<file path="src/design/gfenc_pkg.sv">
// ----------------------------------------------------------------------------
// gfenc_pkg
// Shared widths, codes and the control bundle of the GF(2^8) shard encoder.
// ----------------------------------------------------------------------------
package gfenc_pkg;

   localparam int MAX_INPUTS  = 32;
   localparam int MAX_OUTPUTS = 16;

   localparam int BYTE_W  = 8;
   localparam int SHARD_W = 5;
   localparam int ROW_W   = 4;
   localparam int NIN_W   = 6;
   localparam int NOUT_W  = 5;
   localparam int COEF_AW = $clog2(MAX_INPUTS);

   localparam logic [BYTE_W-1:0] POLY_RESET = 8'h1D;

   typedef enum logic {
      OP_COEF = 1'b0,
      OP_DATA = 1'b1
   } op_type;

   typedef enum logic [1:0] {
      REG_INPUT_COUNT  = 2'd0,
      REG_OUTPUT_COUNT = 2'd1,
      REG_FIELD_POLY   = 2'd2
   } reg_index_type;

   // Control bundle handed to every cell of the row.
   typedef struct packed {
      logic                ram_we;
      logic                ram_re;
      logic [COEF_AW-1:0]  addr;
      logic [BYTE_W-1:0]   wr_data;
      logic [BYTE_W-1:0]   mul_value;
      logic [BYTE_W-1:0]   poly;
      logic                update;
      logic                start;
      logic                load_out;
      logic                shift;
   } cell_ctrl_type;

endpackage

</file>
<file path="src/design/gfenc_ram.sv">
// ----------------------------------------------------------------------------
// gfenc_ram
// Generic single-port RAM with registered read data.
// ----------------------------------------------------------------------------
module gfenc_ram #(
   parameter int WIDTH = 8,
   parameter int DEPTH = 32
) (
   input  logic                     clock,
   input  logic                     we,
   input  logic                     re,
   input  logic [$clog2(DEPTH)-1:0] addr,
   input  logic [WIDTH-1:0]         wr_data,
   output logic [WIDTH-1:0]         rd_data
);

   logic [WIDTH-1:0] mem_ff [DEPTH];
   logic [WIDTH-1:0] rd_data_ff;

   always_ff @(posedge clock) begin
      if (we) begin
         mem_ff[addr] <= wr_data;
      end
      if (re) begin
         rd_data_ff <= mem_ff[addr];
      end
   end

   assign rd_data = rd_data_ff;

endmodule

</file>
<file path="src/design/gfenc_cell.sv">
// ----------------------------------------------------------------------------
// gfenc_cell
// One output row: its column of coefficients, its accumulator and one stage
// of the result shift chain.
// ----------------------------------------------------------------------------
module gfenc_cell (
   input  logic                           clock,
   input  gfenc_pkg::cell_ctrl_type       ctrl,
   input  logic [gfenc_pkg::BYTE_W-1:0]   shift_in,
   output logic [gfenc_pkg::BYTE_W-1:0]   shift_out
);

   // Carry-less multiply, reduced after each doubling.
   function automatic logic [gfenc_pkg::BYTE_W-1:0] gf_mul(
      input logic [gfenc_pkg::BYTE_W-1:0] a,
      input logic [gfenc_pkg::BYTE_W-1:0] b,
      input logic [gfenc_pkg::BYTE_W-1:0] poly
   );
      logic [gfenc_pkg::BYTE_W-1:0] acc;
      logic [gfenc_pkg::BYTE_W-1:0] sh;
      begin
         acc = '0;
         sh  = a;
         for (int k = 0; k < gfenc_pkg::BYTE_W; k++) begin
            if (b[k]) begin
               acc = acc ^ sh;
            end
            if (sh[gfenc_pkg::BYTE_W-1]) begin
               sh = {sh[gfenc_pkg::BYTE_W-2:0], 1'b0} ^ poly;
            end else begin
               sh = {sh[gfenc_pkg::BYTE_W-2:0], 1'b0};
            end
         end
         return acc;
      end
   endfunction

   logic [gfenc_pkg::BYTE_W-1:0] coef;
   logic [gfenc_pkg::BYTE_W-1:0] prod;
   logic [gfenc_pkg::BYTE_W-1:0] acc_ff, acc_in;
   logic [gfenc_pkg::BYTE_W-1:0] out_ff, out_in;

   gfenc_ram #(
      .WIDTH (gfenc_pkg::BYTE_W),
      .DEPTH (gfenc_pkg::MAX_INPUTS)
   ) u_coef_ram (
      .clock   (clock),
      .we      (ctrl.ram_we),
      .re      (ctrl.ram_re),
      .addr    (ctrl.addr),
      .wr_data (ctrl.wr_data),
      .rd_data (coef)
   );

   assign prod = gf_mul(coef, ctrl.mul_value, ctrl.poly);

   always_comb begin
      acc_in = acc_ff;
      if (ctrl.update) begin
         acc_in = ctrl.start ? prod : (acc_ff ^ prod);
      end
   end

   // The burst is loaded only into an empty chain, so load and shift never meet.
   always_comb begin
      out_in = out_ff;
      if (ctrl.load_out) begin
         out_in = acc_in;
      end else if (ctrl.shift) begin
         out_in = shift_in;
      end
   end

   always_ff @(posedge clock) begin
      acc_ff <= acc_in;
      out_ff <= out_in;
   end

   assign shift_out = out_ff;

endmodule

</file>
<file path="config.mk">
export PLATFORM = sky130hd
export DESIGN_NAME = gfenc_cell
export DESIGN_NICKNAME = d
export VERILOG_FILES = /design/src/design/gfenc_pkg.sv /design/src/design/gfenc_ram.sv /design/src/design/gfenc_cell.sv
export SDC_FILE = /design/constraint.sdc
export NUM_CORES = 1
export LEC_CHECK = 0
export BUFFER_PORTS_ARGS = -buffer_cell sky130_fd_sc_hd__buf_4
export CAP_MARGIN = 20
export CORE_ASPECT_RATIO = 1.4
export CORE_MARGIN = 2
export CORE_UTILIZATION = 43
export DETAILED_ROUTE_END_ITERATION = 6
export PLACE_DENSITY_LB_ADDON = 0.25
export SYNTH_ARGS = -nofsm -noshare
export SYNTH_HDL_FRONTEND = slang
export SYNTH_SLANG_ARGS = --single-unit
</file>
<file path="constraint.sdc">
create_clock -name clock -period 4.7 [get_ports clock]
set_clock_uncertainty 0.2 [all_clocks]
set_input_delay 0.94 -clock clock [delete_from_list [all_inputs] [get_ports clock]]
set_output_delay 0.94 -clock clock [all_outputs]
set_load 0.01 [all_outputs]
</file>
======== Word-level counts from Yosys, hierarchy flattened ========
Memories as Yosys holds them, arrays and structs flattened. A register that Yosys moved wholly into a read port is not among the register bits.
Cells that the tools add are included.
storage, ports and cells
  memory bits (writable) .................. 256
  logic and storage cells ................. 40
  input bits .............................. 44
  output and inout port bits .............. 8
  memories kept ........................... 1
  register bits after elaboration ......... 16
memory list
  name               words  width  rd ports  clocked after memory_dff  write ports  line             source
  u_coef_ram.mem_ff  32     8      1         1                         1            gfenc_ram.sv:17  logic [WIDTH-1:0] mem_ff [DEPTH];
operators by class
  bitwise logic cells ..................... 15
  multiplexer cells ....................... 21
  reduce and logical (&&, ||, !) cells .... 1
operator list
  kind                count
  8-bit 2-to-1 mux    19
  8-bit bitwise XOR   15
  1-bit 2-to-1 mux    2
  2-bit nonzero test  1

======== Longest topological paths before layout ========
  depth in word-level cells ............... 20
  depth in mapped cells ................... 18
  gate-level depth less buffers ........... 13

======== By module ========
A second synthesis with hierarchy kept.
second synthesis, totals
  cells, all modules ...................... 1065
  area, all modules ....................... 13787.0 µm²
modules (own cells, without submodules)
  module      area each (µm²)  cells each  sequential area each (µm²)  instances
  gfenc_ram   10286.1          576         7927.6                      1
  gfenc_cell  3500.9           489         400.4                       1

======== Worst setup path before layout ========
No wires, ideal clock.
  path type ............................... input -> register
  start ................................... input port ctrl[11] in the netlist's numbering
  end ..................................... register out_ff (netlist bit shift_out[5]), data pin
  buffers on the path ..................... 3
  setup slack ............................. -244 ps
  library setup time ...................... 261 ps
  arrival time ............................ 4483 ps
  cell stages on the path ................. 16
  data required time ...................... 4239 ps
  cell sequence ........................... buf_6 > buf_6 > nor2_1 > o211a_1 > nor3_1 > xor2_1 > or4_1 > and3_1 > buf_6 > or4_4 > a21oi_2 > o211a_1 > nor3b_1 > or3_4 > and3b_1 > o32a_1
on the way
  cells in the longest elaborated chain, start to end .. 19
  elaborated cells on any way between the ends .. 30
  classes of those cells .................. mux: 16; bitwise: 14
ends and longest elaborated chain
  element                                      line                                source
  start, declared                              gfenc_cell.sv:8                     input gfenc_pkg::cell_ctrl_type ctrl,
  8-bit bitwise XOR                            gfenc_cell.sv:29                    sh = {sh[gfenc_pkg::BYTE_W-2:0], 1'b0} ^ poly;
  8-bit 2-to-1 mux (2 in a row)                gfenc_cell.sv:28                    if (sh[gfenc_pkg::BYTE_W-1]) begin
  8-bit bitwise XOR, on equally long branches  gfenc_cell.sv:26, gfenc_cell.sv:29
  8-bit 2-to-1 mux, on equally long branches   gfenc_cell.sv:25, gfenc_cell.sv:28
  8-bit bitwise XOR, on equally long branches  gfenc_cell.sv:26, gfenc_cell.sv:29
  8-bit 2-to-1 mux, on equally long branches   gfenc_cell.sv:25, gfenc_cell.sv:28
  8-bit bitwise XOR, on equally long branches  gfenc_cell.sv:26, gfenc_cell.sv:29
  8-bit 2-to-1 mux, on equally long branches   gfenc_cell.sv:25, gfenc_cell.sv:28
  [... 3 more ...]                             n/a
  8-bit 2-to-1 mux, on equally long branches   gfenc_cell.sv:25, gfenc_cell.sv:28
  8-bit bitwise XOR                            gfenc_cell.sv:26                    acc = acc ^ sh;
  8-bit 2-to-1 mux *                           gfenc_cell.sv:25                    if (b[k]) begin
  8-bit bitwise XOR                            gfenc_cell.sv:60                    acc_in = ctrl.start ? prod : (acc_ff ^ prod);
  8-bit 2-to-1 mux *                           gfenc_cell.sv:60
  8-bit 2-to-1 mux *                           gfenc_cell.sv:59                    if (ctrl.update) begin
  8-bit 2-to-1 mux *                           gfenc_cell.sv:67                    if (ctrl.load_out) begin
  named net out_in (one bit)                   gfenc_cell.sv:41                    logic [gfenc_pkg::BYTE_W-1:0] out_ff, out_in;
  end signal, assigned                         gfenc_cell.sv:76                    out_ff <= out_in;
  end, declared                                gfenc_cell.sv:41
The timed path passes the listed nets; every way through them passes the cells marked *.
A chain may end at the register's enable or synchronous reset.

======== Final worst setup path ========
  start ................................... input port ctrl[10] in the netlist's numbering
  end ..................................... register out_ff (netlist bit shift_out[6]), data pin
on the way
  cells in the longest elaborated chain, start to end .. 20
  elaborated cells on any way between the ends .. 32
  classes of those cells .................. mux: 17; bitwise: 15
ends and longest elaborated chain
  element                     line
  8-bit bitwise XOR           gfenc_cell.sv:29
  8-bit 2-to-1 mux            gfenc_cell.sv:28
  8-bit bitwise XOR           gfenc_cell.sv:26
  8-bit 2-to-1 mux            gfenc_cell.sv:25
  8-bit bitwise XOR           gfenc_cell.sv:26
  8-bit 2-to-1 mux            gfenc_cell.sv:25
  8-bit bitwise XOR           gfenc_cell.sv:26
  8-bit 2-to-1 mux            gfenc_cell.sv:25
  [... 5 more ...]            n/a
  8-bit 2-to-1 mux            gfenc_cell.sv:25
  8-bit bitwise XOR           gfenc_cell.sv:26
  8-bit 2-to-1 mux *          gfenc_cell.sv:25
  8-bit bitwise XOR           gfenc_cell.sv:60
  8-bit 2-to-1 mux *          gfenc_cell.sv:60
  8-bit 2-to-1 mux *          gfenc_cell.sv:59
  8-bit 2-to-1 mux *          gfenc_cell.sv:67
  named net out_in (one bit)  gfenc_cell.sv:41
Marks and branches as above.

==> summary.txt <==
status: finished, final reports clean
Seq/Total Area, Yosys: 60.2%
CTS Buf Count: 27
reg-to-reg startpoint: u_coef_ram.rd_data[6]
Net Count, Synth: 1003
n_diodes: 0
met3 wire len: 1.74 mm
hold wc startpoint: acc_ff[2]
Reg clk slew, reported paths: 60 ps
total grt overflow: 0
final hold slack: 278 ps
Synth area leader: edfxtp_1
Worst Hold Class: flop to flop
worst skew pair latency: 540 ps
RSZ-0062 raised after global routing: true
top-count cell post-synth: edfxtp_1
Synth top cells by count: edfxtp_1, nand2_1, mux4_2
asr flop ratio synth: 0%
number of antenna-violating nets in the routed design: 0
Layout fillers: 2677
DRT Wirelength: 34.2 mm
Synth area leaders: edfxtp_1, mux4_2, xnor2_1
Final setup viols: 0
DRC violation total after the first TritonRoute iteration: 634
Mean Syn Cell Area: 14.4 um^2
Synth warnings: 0
Worst VDD drop: 0.296 mV
startpoint types: input port
Critical Path Sink Type: flop
share of cells above drive strength 1: 29.3%
Top Metal Used: met4
number of enable flip-flop cells after synthesis: 272
FF+latch count, synth: 280
post-DP HPWL: 23.6 mm
global-route wire length before repair: 52.3 mm
Design Power: 6.75 mW
CP Class: input port to flop
Worst path most repeated cell: buf_4
Sink Count: 280
Yosys top cell area share: 59.1%
fin crit share: 96.9%
Cell Chain, Critical Path: buf_4 > or2b_1 > a221oi_4 > nor3_2 > buf_4 > o21ai_4 > o22ai_2 > o31a_4 > or4_4 > a21oi_2 > nor2_1 > xnor3_1 > a21o_1 > and4_1 > o32a_1
LEAKAGE: 5.68 nW
critical path's slowest cell: or4_4
drt wl/cell: 22.4 um
routed wl met2: 18.5 mm
Crit path required time: 4790 ps
# H-tree levels: 1
Max Cap Violations: 0
Worst Path Arrival: 4650 ps
first-pass detailed-route iteration total: 5
GP Congestion: 0.895
crit path from: ctrl[10]
top cell family by delay on the critical path: compound AO/OA/AOI/OAI gates
Die ar.: 33600 um^2
Max Fclk: 220 MHz
Final #Nets: 1152
crit path buf inv count: 2
P&R area growth vs syn: 17.9%
Final Hold Viols: 0
Top FF cell, synth: edfxtp_1
via count: 8892
clock buffer depth: 3
chip width: 156 um
Die Ht: 216 um
Tot GR Track Use: 20.5%
Root Buffer: clkbuf_16
final core occ: 51.6%
Yosys cell types: 85
CTS tree: done
port bufs: 51
Power Density: 414 nW/um^2
vias per cell: 5.84
Worst Tran Pin Value: 1050 ps
I/O pins: 52
post-layout min period: 4550 ps
Initial Utilization: 43.8%
CORE AREA: 31600 um^2
vias in the first global route: 9147
largest net degree at the start of global routing: 49
max incr delay on CP: 550 ps
Rows: 77
DRC: 0
max-slew violation count: 0
CP Max Fanout: 14
M1 wire length: 12.7 mm
Mapped Area: 13800 um^2
Syn Inst Count: 959
Slew HR: 29.7%
initial antenna violation count: 0
[layout by cell type, fill, tap and decap left out, drive strengths merged, types with 19 or more instances in the layout]
cell and n:
buf 186, a22oi 33, a21oi 23, mux4 64
nor2 60, edfxtp 272, xnor2 53, o21ai 29
inv 19, nand2 78, clkbuf 33
[layout make-up]
cell class / instances / area (um^2) / area share (%)
tap: 395 / 494 / 3.03
inverter: 21 / 78.8 / 0.484
clock buffer: 33 / 698 / 4.28
multi-input combinational: 592 / 5200 / 31.9
sequential: 280 / 8330 / 51.1
timing repair buffer: 186 / 1400 / 8.59
clock inverter: 15 / 97.6 / 0.599
[logic make-up after synthesis]
family / count (synthesis) / synth area share (%)
flops: 280 / 60.2
simple gates: 258 / 9.57
compound gates: 182 / 10.2
buf+inv: 87 / 2.91
xor+xnor: 76 / 5.77
mux: 76 / 11.3
[worst reg2reg max path, stage by stage, from the launching register on]
cell,delay (ps)
edfxtp_1,500
buf_4,210
a221oi_4,410
nor3_2,60
buf_4,180
o21ai_4,180
o22ai_2,110
o31a_4,450
or4_4,560
a21oi_2,210
nor2_1,100
xnor3_1,350
a21o_1,210
and4_1,190
o32a_1,330
[power by group]
part	internal (mW)	total [mW]	switching [mW]
Sequential	2.85	2.91	0.0554
Clock	1.11	1.97	0.865
Combinational	0.923	1.87	0.951
[worst paths after layout]
kind	end	slack, ps	cells after the start
worst max register to register	shift_out[6]	220	14
worst min-delay path	acc_ff[2]	280	1
worst max-delay path	shift_out[6]	150	15
worst min register to register	acc_ff[2]	280	1
[layer usage]
metal  vias to the layer above  track usage (%)
met4                         0             7.71
met3                        81             2.64
met5                         -                0
li1                       4096                -
met1                      4443             23.7
met2                       272             38.3
[metrics by stage]
stage	instances	TNS [ps]	cell area [um^2]	worst slack, ps
after floorplan	959	-685	13900	-168
after global placement	1472	-5900	15400	-546
after detailed placement	1472	-7000	15400	-586
after CTS	1520	0	16200	27.7
after global routing	1522	-27.0	16300	-18.6
final	1522	0	16300	148
[flip-flops by register name, summed over array words and instances (netlist names)]
signal	cells
u_coef_ram.mem_ff	256
shift_out	8
acc_ff	8
u_coef_ram.rd_data	8
[repair_timing]
item / in CTS / in global routing
endpoints found under the setup margin: 4 / 12
hold buffers: 0 / 0
pin swaps: 0 / 1
gates resized for setup: 2 / 15
setup buffers: 0 / 2
No activity file was read; power rests on OpenSTA's default activity.
